## config.mk

```make
export PLATFORM = sky130hd
export DESIGN_NAME = touch_trimmed_mean_mapper_top
export DESIGN_NICKNAME = d
export VERILOG_FILES = /design/src/rtl/ttmm_pkg.sv /design/src/rtl/touch_trimmed_mean_mapper_top.sv /design/src/rtl/ttmm_ctrl.sv /design/src/rtl/ttmm_datapath.sv
export SDC_FILE = /design/constraint.sdc
export NUM_CORES = 2
export LEC_CHECK = 0
export CELL_PAD_IN_SITES_DETAIL_PLACEMENT = 1
export CELL_PAD_IN_SITES_GLOBAL_PLACEMENT = 2
export CORE_ASPECT_RATIO = 0.5
export CORE_MARGIN = 2
export CORE_UTILIZATION = 48
export DETAILED_ROUTE_END_ITERATION = 6
export DONT_BUFFER_PORTS = 1
export GPL_TIMING_DRIVEN = 0
export PLACE_DENSITY_LB_ADDON = 0.1
export SETUP_SLACK_MARGIN = 0.1
export SYNTH_ARGS = -nofsm -noshare
export SYNTH_HDL_FRONTEND = slang
export SYNTH_SLANG_ARGS = --single-unit
```

## constraint.sdc

```tcl
create_clock -name clock -period 14.36 [get_ports clock]
set_clock_uncertainty 0.15 [all_clocks]
set_input_delay 2.154 -clock clock [delete_from_list [all_inputs] [get_ports clock]]
set_output_delay 2.154 -clock clock [all_outputs]
set_load 0.02 [all_outputs]
```

## src/rtl/ttmm_pkg.sv

```systemverilog
// ttmm_pkg: shared types, constants and codes of the touch trimmed-mean mapper
package ttmm_pkg;

   localparam int SAMPLE_COUNT_DEF = 15;
   localparam int TRIM_COUNT_DEF   = 5;
   localparam int SAMPLE_BITS      = 12;
   localparam int COORD_BITS       = 9;
   localparam int GAIN_BITS        = 16;
   localparam int ROT_BITS         = 2;
   localparam int SCREEN_WIDTH     = 240;
   localparam int SCREEN_HEIGHT    = 320;

   localparam int CSR_INDEX_BITS = 3;
   localparam int CSR_DATA_BITS  = 16;

   localparam logic [CSR_INDEX_BITS-1:0] CSR_ROTATION = 3'd0;
   localparam logic [CSR_INDEX_BITS-1:0] CSR_X_OFFSET = 3'd1;
   localparam logic [CSR_INDEX_BITS-1:0] CSR_Y_OFFSET = 3'd2;
   localparam logic [CSR_INDEX_BITS-1:0] CSR_X_GAIN   = 3'd3;
   localparam logic [CSR_INDEX_BITS-1:0] CSR_Y_GAIN   = 3'd4;

   localparam logic [ROT_BITS-1:0] ROT_0   = 2'd0;
   localparam logic [ROT_BITS-1:0] ROT_90  = 2'd1;
   localparam logic [ROT_BITS-1:0] ROT_180 = 2'd2;
   localparam logic [ROT_BITS-1:0] ROT_270 = 2'd3;

   localparam logic [ROT_BITS-1:0]    ROTATION_RESET = 2'd0;
   localparam logic [SAMPLE_BITS-1:0] X_OFFSET_RESET = 12'd90;
   localparam logic [SAMPLE_BITS-1:0] Y_OFFSET_RESET = 12'd90;
   localparam logic [GAIN_BITS-1:0]   X_GAIN_RESET   = 16'd1702;
   localparam logic [GAIN_BITS-1:0]   Y_GAIN_RESET   = 16'd2300;

   typedef struct packed {
      logic [SAMPLE_BITS-1:0] x_sample;
      logic [SAMPLE_BITS-1:0] y_sample;
      logic                   pen_down;
   } req_type;

   typedef struct packed {
      logic                  touched;
      logic [COORD_BITS-1:0] x_coord;
      logic [COORD_BITS-1:0] y_coord;
   } rsp_type;

   typedef enum logic [2:0] {
      ST_IDLE,
      ST_ACC,
      ST_SUB,
      ST_MUL,
      ST_OUT
   } state_type;

   typedef struct packed {
      logic insert;
      logic clear;
      logic acc_init;
      logic acc_step;
      logic sub;
      logic mul;
      logic emit_point;
      logic emit_abort;
   } cmd_type;

   typedef struct packed {
      logic set_full;
      logic acc_last;
   } status_type;

endpackage

```

## src/rtl/touch_trimmed_mean_mapper_top.sv

```systemverilog
// touch_trimmed_mean_mapper_top: top level of the resistive touch trimmed-mean mapper
//
// A sample pair is taken when start is high and busy is low. A pen-down pair
// is inserted into two sorted rows and gives no result until SAMPLE_COUNT
// pairs are held; the pair that completes the set raises busy while the
// trimmed sum walks the KEPT = SAMPLE_COUNT - 2*TRIM_COUNT kept middle entries
// one per cycle, then offset removal, the gain multiply and clamp with rotation
// follow in turn. A pen-up pair aborts the set without raising busy. Every
// result appears with rsp_valid for exactly one cycle, in the cycle after
// ST_OUT or after the pen-up pair is taken; the receiver cannot stall it.
// Configuration transfers are always ready.
module touch_trimmed_mean_mapper_top #(
   parameter int SAMPLE_COUNT = ttmm_pkg::SAMPLE_COUNT_DEF,
   parameter int TRIM_COUNT   = ttmm_pkg::TRIM_COUNT_DEF
) (
   input  logic                                clock,
   input  logic                                reset,
   input  logic                                start,
   output logic                                busy,
   input  ttmm_pkg::req_type                   req_data,
   output logic                                rsp_valid,
   output ttmm_pkg::rsp_type                   rsp_data,
   input  logic                                csr_valid,
   output logic                                csr_ready,
   input  logic [ttmm_pkg::CSR_INDEX_BITS-1:0] csr_index,
   input  logic [ttmm_pkg::CSR_DATA_BITS-1:0]  csr_data
);

   localparam int KEPT = (SAMPLE_COUNT > 2 * TRIM_COUNT) ? SAMPLE_COUNT - 2 * TRIM_COUNT : 0;

   ttmm_pkg::cmd_type    cmd;
   ttmm_pkg::status_type status;

   assign csr_ready = 1'b1;

   ttmm_ctrl #(
      .KEPT (KEPT)
   ) u_ctrl (
      .clock    (clock),
      .reset    (reset),
      .start    (start),
      .pen_down (req_data.pen_down),
      .status   (status),
      .cmd      (cmd),
      .busy     (busy)
   );

   ttmm_datapath #(
      .SAMPLE_COUNT (SAMPLE_COUNT),
      .TRIM_COUNT   (TRIM_COUNT)
   ) u_datapath (
      .clock     (clock),
      .reset     (reset),
      .req_data  (req_data),
      .cmd       (cmd),
      .status    (status),
      .csr_write (csr_valid & csr_ready),
      .csr_index (csr_index),
      .csr_data  (csr_data),
      .rsp_valid (rsp_valid),
      .rsp_data  (rsp_data)
   );

endmodule

```

## src/rtl/ttmm_ctrl.sv

```systemverilog
// ttmm_ctrl: sequencer for sample insertion, trimmed sum, scaling and result transfer
module ttmm_ctrl #(
   parameter int KEPT = 5
) (
   input  logic                clock,
   input  logic                reset,
   input  logic                start,
   input  logic                pen_down,
   input  ttmm_pkg::status_type status,
   output ttmm_pkg::cmd_type   cmd,
   output logic                busy
);

   ttmm_pkg::state_type state_ff, state_in;

   always_ff @(posedge clock) begin
      if (reset) begin
         state_ff <= ttmm_pkg::ST_IDLE;
      end else begin
         state_ff <= state_in;
      end
   end

   always_comb begin
      state_in = state_ff;
      cmd      = '0;
      case (state_ff)
         ttmm_pkg::ST_IDLE: begin
            if (start) begin
               if (pen_down) begin
                  cmd.insert = 1'b1;
                  if (status.set_full) begin
                     cmd.acc_init = 1'b1;
                     state_in = (KEPT == 0) ? ttmm_pkg::ST_SUB : ttmm_pkg::ST_ACC;
                  end
               end else begin
                  cmd.clear      = 1'b1;
                  cmd.emit_abort = 1'b1;
               end
            end
         end
         ttmm_pkg::ST_ACC: begin
            cmd.acc_step = 1'b1;
            if (status.acc_last) begin
               state_in = ttmm_pkg::ST_SUB;
            end
         end
         ttmm_pkg::ST_SUB: begin
            cmd.sub  = 1'b1;
            state_in = ttmm_pkg::ST_MUL;
         end
         ttmm_pkg::ST_MUL: begin
            cmd.mul  = 1'b1;
            state_in = ttmm_pkg::ST_OUT;
         end
         ttmm_pkg::ST_OUT: begin
            cmd.emit_point = 1'b1;
            state_in       = ttmm_pkg::ST_IDLE;
         end
         default: begin
            state_in = ttmm_pkg::ST_IDLE;
         end
      endcase
   end

   assign busy = (state_ff != ttmm_pkg::ST_IDLE);

endmodule

```

## src/rtl/ttmm_datapath.sv

```systemverilog
// ttmm_datapath: sorted sample rows, trimmed sums, offset and gain scaling, clamp, rotation
module ttmm_datapath #(
   parameter int SAMPLE_COUNT = ttmm_pkg::SAMPLE_COUNT_DEF,
   parameter int TRIM_COUNT   = ttmm_pkg::TRIM_COUNT_DEF
) (
   input  logic                                   clock,
   input  logic                                   reset,
   input  ttmm_pkg::req_type                      req_data,
   input  ttmm_pkg::cmd_type                      cmd,
   output ttmm_pkg::status_type                   status,
   input  logic                                   csr_write,
   input  logic [ttmm_pkg::CSR_INDEX_BITS-1:0]    csr_index,
   input  logic [ttmm_pkg::CSR_DATA_BITS-1:0]     csr_data,
   output logic                                   rsp_valid,
   output ttmm_pkg::rsp_type                      rsp_data
);

   localparam int SB     = ttmm_pkg::SAMPLE_BITS;
   localparam int GB     = ttmm_pkg::GAIN_BITS;
   localparam int CB     = ttmm_pkg::COORD_BITS;
   localparam int KEPT   = (SAMPLE_COUNT > 2 * TRIM_COUNT) ? SAMPLE_COUNT - 2 * TRIM_COUNT : 0;
   localparam int CNT_W  = $clog2(SAMPLE_COUNT + 1);
   localparam int IDX_W  = $clog2(SAMPLE_COUNT);
   localparam int SUM_W  = SB + CNT_W;
   localparam int PROD_W = SUM_W + GB;

   logic [ttmm_pkg::ROT_BITS-1:0] rotation_ff;
   logic [SB-1:0]                 x_offset_ff, y_offset_ff;
   logic [GB-1:0]                 x_gain_ff, y_gain_ff;

   logic [SB-1:0] xs_ff [SAMPLE_COUNT];
   logic [SB-1:0] ys_ff [SAMPLE_COUNT];
   logic [SB-1:0] xs_in [SAMPLE_COUNT];
   logic [SB-1:0] ys_in [SAMPLE_COUNT];
   logic [SAMPLE_COUNT-1:0] x_le, y_le;

   logic [CNT_W-1:0]  count_ff;
   logic [IDX_W-1:0]  rd_idx_ff;
   logic [CNT_W-1:0]  remain_ff;
   logic [SUM_W-1:0]  x_sum_ff, y_sum_ff;
   logic [SUM_W-1:0]  x_diff_ff, y_diff_ff;
   logic [PROD_W-1:0] x_prod_ff, y_prod_ff;
   logic [SUM_W-1:0]  x_sub, y_sub;
   logic [SUM_W-1:0]  x_scaled, y_scaled;
   logic [CB-1:0]     rx, ry, rx_inv, ry_inv, ox, oy;

   logic              rsp_valid_ff;
   ttmm_pkg::rsp_type rsp_ff;

   // configuration registers
   always_ff @(posedge clock) begin
      if (reset) begin
         rotation_ff <= ttmm_pkg::ROTATION_RESET;
         x_offset_ff <= ttmm_pkg::X_OFFSET_RESET;
         y_offset_ff <= ttmm_pkg::Y_OFFSET_RESET;
         x_gain_ff   <= ttmm_pkg::X_GAIN_RESET;
         y_gain_ff   <= ttmm_pkg::Y_GAIN_RESET;
      end else if (csr_write) begin
         case (csr_index)
            ttmm_pkg::CSR_ROTATION: rotation_ff <= csr_data[ttmm_pkg::ROT_BITS-1:0];
            ttmm_pkg::CSR_X_OFFSET: x_offset_ff <= csr_data[SB-1:0];
            ttmm_pkg::CSR_Y_OFFSET: y_offset_ff <= csr_data[SB-1:0];
            ttmm_pkg::CSR_X_GAIN:   x_gain_ff   <= csr_data[GB-1:0];
            ttmm_pkg::CSR_Y_GAIN:   y_gain_ff   <= csr_data[GB-1:0];
            default: begin
            end
         endcase
      end
   end

   // insertion into the sorted rows
   always_comb begin
      for (int i = 0; i < SAMPLE_COUNT; i++) begin
         x_le[i] = (CNT_W'(i) < count_ff) && (xs_ff[i] <= req_data.x_sample);
         y_le[i] = (CNT_W'(i) < count_ff) && (ys_ff[i] <= req_data.y_sample);
      end
      xs_in[0] = x_le[0] ? xs_ff[0] : req_data.x_sample;
      ys_in[0] = y_le[0] ? ys_ff[0] : req_data.y_sample;
      for (int i = 1; i < SAMPLE_COUNT; i++) begin
         xs_in[i] = x_le[i] ? xs_ff[i] : (x_le[i-1] ? req_data.x_sample : xs_ff[i-1]);
         ys_in[i] = y_le[i] ? ys_ff[i] : (y_le[i-1] ? req_data.y_sample : ys_ff[i-1]);
      end
   end

   always_ff @(posedge clock) begin
      if (cmd.insert) begin
         for (int i = 0; i < SAMPLE_COUNT; i++) begin
            xs_ff[i] <= xs_in[i];
            ys_ff[i] <= ys_in[i];
         end
      end
   end

   always_ff @(posedge clock) begin
      if (reset) begin
         count_ff <= '0;
      end else if (cmd.clear) begin
         count_ff <= '0;
      end else if (cmd.insert) begin
         count_ff <= status.set_full ? '0 : count_ff + CNT_W'(1);
      end
   end

   assign status.set_full = (count_ff == CNT_W'(SAMPLE_COUNT - 1));
   assign status.acc_last = (remain_ff == CNT_W'(1));

   // trimmed sum, one kept entry per cycle
   always_ff @(posedge clock) begin
      if (cmd.acc_init) begin
         x_sum_ff  <= '0;
         y_sum_ff  <= '0;
         rd_idx_ff <= IDX_W'(TRIM_COUNT);
         remain_ff <= CNT_W'(KEPT);
      end else if (cmd.acc_step) begin
         x_sum_ff  <= x_sum_ff + SUM_W'(xs_ff[rd_idx_ff]);
         y_sum_ff  <= y_sum_ff + SUM_W'(ys_ff[rd_idx_ff]);
         rd_idx_ff <= rd_idx_ff + IDX_W'(1);
         remain_ff <= remain_ff - CNT_W'(1);
      end
   end

   // offset removal and gain
   assign x_sub = SUM_W'(KEPT) * SUM_W'(x_offset_ff);
   assign y_sub = SUM_W'(KEPT) * SUM_W'(y_offset_ff);

   always_ff @(posedge clock) begin
      if (cmd.sub) begin
         x_diff_ff <= (x_sum_ff > x_sub) ? x_sum_ff - x_sub : '0;
         y_diff_ff <= (y_sum_ff > y_sub) ? y_sum_ff - y_sub : '0;
      end
      if (cmd.mul) begin
         x_prod_ff <= PROD_W'(x_diff_ff) * PROD_W'(x_gain_ff);
         y_prod_ff <= PROD_W'(y_diff_ff) * PROD_W'(y_gain_ff);
      end
   end

   // clamp and rotation
   always_comb begin
      x_scaled = x_prod_ff[PROD_W-1:GB];
      y_scaled = y_prod_ff[PROD_W-1:GB];
      rx = (x_scaled >= SUM_W'(ttmm_pkg::SCREEN_WIDTH - 1)) ?
           CB'(ttmm_pkg::SCREEN_WIDTH - 1) : x_scaled[CB-1:0];
      ry = (y_scaled >= SUM_W'(ttmm_pkg::SCREEN_HEIGHT)) ?
           CB'(ttmm_pkg::SCREEN_HEIGHT) : y_scaled[CB-1:0];
      rx_inv = CB'(ttmm_pkg::SCREEN_WIDTH - 1) - rx;
      ry_inv = (ry == CB'(ttmm_pkg::SCREEN_HEIGHT)) ?
               CB'(ttmm_pkg::SCREEN_HEIGHT) : CB'(ttmm_pkg::SCREEN_HEIGHT - 1) - ry;
      case (rotation_ff)
         ttmm_pkg::ROT_0: begin
            ox = rx;
            oy = ry;
         end
         ttmm_pkg::ROT_90: begin
            ox = ry_inv;
            oy = rx;
         end
         ttmm_pkg::ROT_180: begin
            ox = rx_inv;
            oy = ry_inv;
         end
         default: begin
            ox = ry;
            oy = rx_inv;
         end
      endcase
   end

   // result register
   always_ff @(posedge clock) begin
      if (reset) begin
         rsp_valid_ff <= 1'b0;
      end else begin
         rsp_valid_ff <= cmd.emit_point | cmd.emit_abort;
      end
      if (cmd.emit_point) begin
         rsp_ff.touched <= 1'b1;
         rsp_ff.x_coord <= ox;
         rsp_ff.y_coord <= oy;
      end else if (cmd.emit_abort) begin
         rsp_ff <= '0;
      end
   end

   assign rsp_valid = rsp_valid_ff;
   assign rsp_data  = rsp_ff;

endmodule
```

Word-level counts from Yosys, hierarchy flattened

Memories as Yosys holds them, arrays and structs flattened. A register that Yosys moved wholly into a read port is not among the register bits.
Index checks and enable logic that the tools add are counted.

Memories: 2
Input bits: 48
ROM bits: 0
Bits in latches: 0
Memory bits (writable): 360
Output and inout bits: 22
Register bits after elaboration: 221

Memory list:

| name             | words | width | read ports | clocked after memory_dff | wr ports | line                | RTL |
|---|---|---|---|---|---|---|---|
| u_datapath.xs_ff | 15    | 12    | 16         | 1                        | 15       | ttmm_datapath.sv:31 | `logic [SB-1:0] xs_ff [SAMPLE_COUNT];` |
| u_datapath.ys_ff | 15    | 12    | 16         | 1                        | 15       | ttmm_datapath.sv:32 | `logic [SB-1:0] ys_ff [SAMPLE_COUNT];` |

Div/mod/pow operators: 0
Multiply operators: 4
Shift operators: 0
Magnitude comparators: 49
Reductions and logical operators: 42
Equality and inequality tests: 17
Mux-type cells: 89
Bitwise logic cells: 1
$add $sub $neg: 9

Operators by type and width:

| operator                | count |
|---|---|
| $mux W12                | 58 |
| $le A12 B12 Y1          | 30 |
| $mul A16 B16 Y32        | 2 |
| $pmux W9 S3             | 2 |
| $mux W18                | 2 |
| $add A16 B12 Y16        | 2 |
| $gt A16 B15 Y1          | 2 |
| $sub A16 B15 Y16        | 2 |
| $logic_and A1 B1 Y1     | 30 |
| $mul A3 B12 Y15 const A | 2 |
| $lt A4 B4 Y1 const A    | 7 |
| $mux W9                 | 3 |
| $mux W4                 | 5 |
| $mux W3                 | 6 |
| $ge A16 B8 Y1 const B   | 1 |
| $ge A16 B9 Y1 const B   | 1 |
| $lt A3 B4 Y1 const A    | 4 |
| $eq A3 B2 Y1 const B    | 4 |
| $mux W1                 | 12 |
| $pmux W3 S4             | 1 |
| $reduce_and A2 Y1       | 5 |
| $eq A9 B9 Y1 const B    | 1 |
| $sub A8 B9 Y9 const A   | 1 |
| $sub A9 B9 Y9 const A   | 1 |
| 19 further kinds        | 27 |

Depth between registers and ports, before layout

Depth in word-level cells: 7
Depth in mapped cells: 23
Depth with buffers taken out: 22

Cells and area by module

A second synthesis with hierarchy kept.

Cell total of the unflattened synthesis: 4,995
Area, all modules: 53,258.6 um2

Modules (own cells, without submodules):

| module                        | area an instance (um2) | times used | cells each |
|---|---|---|---|
| ttmm_datapath                 | 53,025.9               | 1          | 4,971 |
| ttmm_ctrl                     | 221.5                  | 1          | 22 |
| touch_trimmed_mean_mapper_top | 11.3                   | 1          | 2 |

Worst setup path after synthesis

OpenSTA, ideal clock, no wires.

Kind: flip-flop to flip-flop
Start point: reg u_datapath.x_gain_ff[9]
End point: reg u_datapath.x_prod_ff[31] (data pin)
Stages on the path, launching flop included: 24
Period minus slack after synthesis: 6.231 ns
Required time: 13.950 ns
Buffers on the path: 2
Arrival time: 5.821 ns
Slack: 8.129 ns
Setup time: 0.260 ns
Path through: dfxtp_1 clkbuf_1 clkbuf_1 nand2_1 fa_1 inv_1 fa_1 inv_1 fa_1 inv_1 fa_1 fa_1 inv_1 fa_1 inv_1 ha_1 nand2_1 nor2_1 nand3_1 a31oi_1 a31oi_1 o311ai_0 a21oi_1 xnor2_1

Word-level cells in the longest chain between the ends: 1

RTL lines:

| item                   | line                 | RTL |
|---|---|---|
| start, declared        | ttmm_datapath.sv:29  | `logic [GB-1:0] x_gain_ff, y_gain_ff;` |
| start signal, assigned | ttmm_datapath.sv:56  | `x_gain_ff <= ttmm_pkg::X_GAIN_RESET;` |
| start signal, assigned | ttmm_datapath.sv:63  | `ttmm_pkg::CSR_X_GAIN: x_gain_ff <= csr_data[GB-1:0];` |
| $mul A16 B16 Y32       | ttmm_datapath.sv:132 | `x_prod_ff <= PROD_W'(x_diff_ff) * PROD_W'(x_gain_ff);` |
| end signal, assigned   | ttmm_datapath.sv:132 |  |
| end, declared          | ttmm_datapath.sv:42  | `logic [PROD_W-1:0] x_prod_ff, y_prod_ff;` |

Every way passes these cells.
A chain may end at the register's enable or synchronous reset.

Worst setup path after layout

Start point: reg u_datapath.y_gain_ff[7]
End point: reg u_datapath.y_prod_ff[31] (data pin)

Word-level cells in the longest chain between the ends: 1

RTL lines:

| item                   | line                 | RTL |
|---|---|---|
| start, declared        | ttmm_datapath.sv:29  |  |
| start signal, assigned | ttmm_datapath.sv:57  | `y_gain_ff <= ttmm_pkg::Y_GAIN_RESET;` |
| start signal, assigned | ttmm_datapath.sv:64  | `ttmm_pkg::CSR_Y_GAIN: y_gain_ff <= csr_data[GB-1:0];` |
| $mul A16 B16 Y32       | ttmm_datapath.sv:133 | `y_prod_ff <= PROD_W'(y_diff_ff) * PROD_W'(y_gain_ff);` |
| end signal, assigned   | ttmm_datapath.sv:133 |  |
| end, declared          | ttmm_datapath.sv:42  |  |

Every way passes these cells.

==> results.sh <==
export IMPL_outcome="finished, final reports clean"
export IMPL_rsz0062_at_grt="false"
export IMPL_synth_area_mm2=0.0528
export IMPL_seq_area_frac_synth_pct=29.3
export IMPL_io_buffers=0
export IMPL_fmax_mhz=131
export IMPL_cts_repair_resized=0
export IMPL_drc=0
export IMPL_wl_mm=161
export IMPL_end_kind="register"
export IMPL_arrival_ns=7.82
export IMPL_ys_flop_type="edfxtp_1"
export IMPL_netSwitchingFraction_pct=36.3
export IMPL_postCtsSetupRepairBufs=0
export IMPL_grt_use_total_pct=28.8
export IMPL_synth_avg_cell_area_um2=10.6
export IMPL_hold_path_class="register to register"
export IMPL_stdcell_count=6528
export IMPL_final_hold_violation_count=0
export IMPL_path_class="register to register"
export IMPL_slowest_delay_ns=0.60
export IMPL_period_needed_ns=7.61
export IMPL_cts_hold_buf=0
export IMPL_crit_chain="clkbuf_1, clkbuf_1, nand2_1, fa_1, fa_1, inv_1, fa_1, fa_1, fa_1, inv_1, fa_1, inv_1, ha_1, a21oi_1, nand2_1, o31ai_1, a21oi_1, a21oi_1, o2111ai_1, a21oi_1, xnor2_1"
export IMPL_cts_sinks=553
export IMPL_die_h_um=239
export IMPL_drive_above_1_share_pct=11.7
export IMPL_cts_tree="done"
export IMPL_cts_root_buf="clkbuf_16"
export IMPL_via_per_inst=5.91
export IMPL_critPathTopFamily="adder cells"
export IMPL_numCtsBuffers=57
export IMPL_die_w_um=473
export IMPL_clk_pin_slew_ns=0.07
export IMPL_synth_nets=6083
export IMPL_hpwl_mm=132
export IMPL_dpl_cell_area_mm2=0.0546
export IMPL_synth_edf_count=442
export IMPL_htree_levels=2
export IMPL_ys_ff_latch=553
export IMPL_io_pins=70
export IMPL_yosys_warnings=0
export IMPL_crit_top_cell="fa_1"
export IMPL_p_leak_uw=0.0249
export IMPL_worst_path_buf_inv=5
export IMPL_cts_max_path_buffers=3
export IMPL_insertion_delay_ns=0.68
export IMPL_initial_utilization_pct=48.7
export IMPL_ir_worst_vdd_uv=112
export IMPL_drv_slew=0
export IMPL_place_gp_congestion=0.908
export IMPL_synth_cell_types=75
export IMPL_clkPwrFrac_pct=28.1
export IMPL_drtPass1Iterations=5
export IMPL_num_vias=38591
export IMPL_power_switching_uw=2140
export IMPL_setup_viol=0
export IMPL_core_rowCount=85
export IMPL_grt_start_max_net_pins=33
export IMPL_worstPathRequired_ns=14.57
export IMPL_post_route_period_util_pct=53.0
export IMPL_drv_cap=0
export IMPL_areaGrowthSynthToFinish_pct=7.30
export IMPL_crit_path_max_fanout=10
export IMPL_place_inst=6418
export IMPL_async_flop_share_pct=0
export IMPL_nets=6144
export IMPL_antenna_found_initial=6
export IMPL_drt_iter0_drc=2468
export IMPL_grt_pass1_vias=42253
export IMPL_slowest_stage="clkbuf_1"
export IMPL_fp_coreArea_mm2=0.108
export IMPL_grt_pass1_wl_mm=248
export IMPL_synth_cells=4981
export IMPL_finalSetupTns_ns=0
export IMPL_holdWs_ns=0.342
export IMPL_critPathLaunchType="register"
export IMPL_power_density_mw_per_mm2=104
export IMPL_seq_power_share_pct=33.2
export IMPL_cell_internal_pwr_uw=3750
export IMPL_wl_per_cell_um=24.7
export IMPL_relSlewSlack_pct=15.9
export IMPL_grt_overflow_total=0
export IMPL_antenna_left=0
export IMPL_die_area_mm2=0.113
export IMPL_post_route_cell_area_mm2=0.0567
export IMPL_power_frac_comb_pct=38.7
export IMPL_tightest_slew_ns=1.25
[synthesized netlist by cell type (all sizes together), types with 63 or more instances]
cell type,number,share of area [%]
ha,662,16
fa,392,15
clkbuf,156,1.1
a21o,156,2.2
o21ai,132,1.3
and2,236,2.8
mux2,338,7.2
mux4,97,4.1
edfxtp,442,25
xnor2,63,1.0
a21oi,234,2.2
inv,566,4.0
nor3,85,0.81
nand2,505,3.6
nand4,101,1.2
nor2,173,1.2
dfxtp,111,4.2
[cells in the final DEF, fill, tap and decap left out, drive strengths merged, types with 49 or more instances in the layout]
| cell type | n |
|---|---|
| o21ai | 132 |
| dfxtp | 111 |
| buf | 49 |
| clkbuf | 222 |
| xnor2 | 63 |
| ha | 662 |
| nor3 | 85 |
| inv | 568 |
| mux2 | 338 |
| nor2 | 173 |
| nand4 | 101 |
| mux4 | 97 |
| nand2 | 505 |
| a211oi | 50 |
| fa | 392 |
| nor2b | 59 |
| a21o | 156 |
| a21oi | 234 |
| and2 | 236 |
| edfxtp | 442 |
[worst paths after layout]
kind	start	endpoint	slack, ns	cells after the start
min reg2reg	u_datapath.x_sum_ff[13]$_SDFFE_PP0P_	u_datapath.x_sum_ff[13]$_SDFFE_PP0P_	0.34	1
max	u_datapath.y_gain_ff[7]$_SDFFE_PP1P_	u_datapath.y_prod_ff[31]$_DFFE_PP_	6.75	21
max reg2reg	u_datapath.y_gain_ff[7]$_SDFFE_PP1P_	u_datapath.y_prod_ff[31]$_DFFE_PP_	6.75	21
min	u_datapath.x_sum_ff[13]$_SDFFE_PP0P_	u_datapath.x_sum_ff[13]$_SDFFE_PP0P_	0.34	1
[stage by stage]
step / util (%) / total power (uW) / worst slack [ns]
floorplan: - / 3600 / 8.13
global placement: 50.4 / 4170 / 6.94
detailed placement: 50.4 / 4250 / 6.84
CTS: 52.3 / 5910 / 6.80
global route: 52.3 / 6260 / 6.30
finish: 52.3 / 5880 / 6.75
[worst register-to-register path, delay by kind of cell, from the launching register on]
kind,cells,cell delay [ns]
AOI/OAI and AO/OA,6,1.68
buffers and inverters,5,1.25
DFF,1,0.31
and+or+nand+nor,2,0.30
adders and majority gates,7,3.45
xor gates and xnor gates,1,0.13
[routing by layer]
layer / vias up / track usage [%] / wire length, um
li1: 17564 / - / -
met1: 19771 / 39.0 / 72000
met2: 1009 / 47.3 / 73800
met3: 243 / 6.06 / 10900
met4: 4 / 7.25 / 4320
met5: - / 0.426 / 79
[kinds of logic after synthesis]
family                     after synthesis  synth area share [%]
and+or+nand+nor                       1340                  12.5
DFF                                    553                  29.3
muxes                                  478                  12.2
other                                    1               0.00710
xor gates and xnor gates                94                  1.56
buffers and inverters                  769                  5.58
AOI/OAI and AO/OA                      692                  8.31
adders and majority gates             1054                  30.5
[power by group through the flow]
stage | logic, uW | clock network [uW] | registers (uW)
after global routing | 2560 | 1730 | 1960
after CTS | 2280 | 1680 | 1950
final | 2280 | 1650 | 1950
after global placement | 2190 | 0 | 1980
after floorplan | 1660 | 0 | 1940
after detailed placement | 2270 | 0 | 1980
[sequential cells by signal, indices dropped and copies added, names as in the netlist, named ones only]
signal,count
u_ctrl.state_ff,3
u_datapath.count_ff,4
u_datapath.rd_idx_ff,4
u_datapath.remain_ff,4
u_datapath.rotation_ff,2
u_datapath.rsp_data,19
u_datapath.rsp_valid,1
u_datapath.x_diff_ff,16
u_datapath.x_gain_ff,16
u_datapath.x_offset_ff,12
u_datapath.x_prod_ff,16
u_datapath.x_sum_ff,16
u_datapath.xs_ff,180
u_datapath.y_diff_ff,16
u_datapath.y_gain_ff,16
u_datapath.y_offset_ff,12
u_datapath.y_prod_ff,16
u_datapath.y_sum_ff,16
u_datapath.ys_ff,180
[cell type report]
type                            count  area (um2)
Fill cell                       11723       51700
Multi-Input combinational cell   3659       34400
Sequential cell                   553       15500
Inverter                          566        2120
Tap cell                         1435        1800
Clock buffer                       66        1510
Buffer                            203         821
Clock inverter                     41         490
Timing Repair Buffer                2        27.5
Antenna cell                        3        7.51
Note: power is estimated with default switching activity, not from simulation.
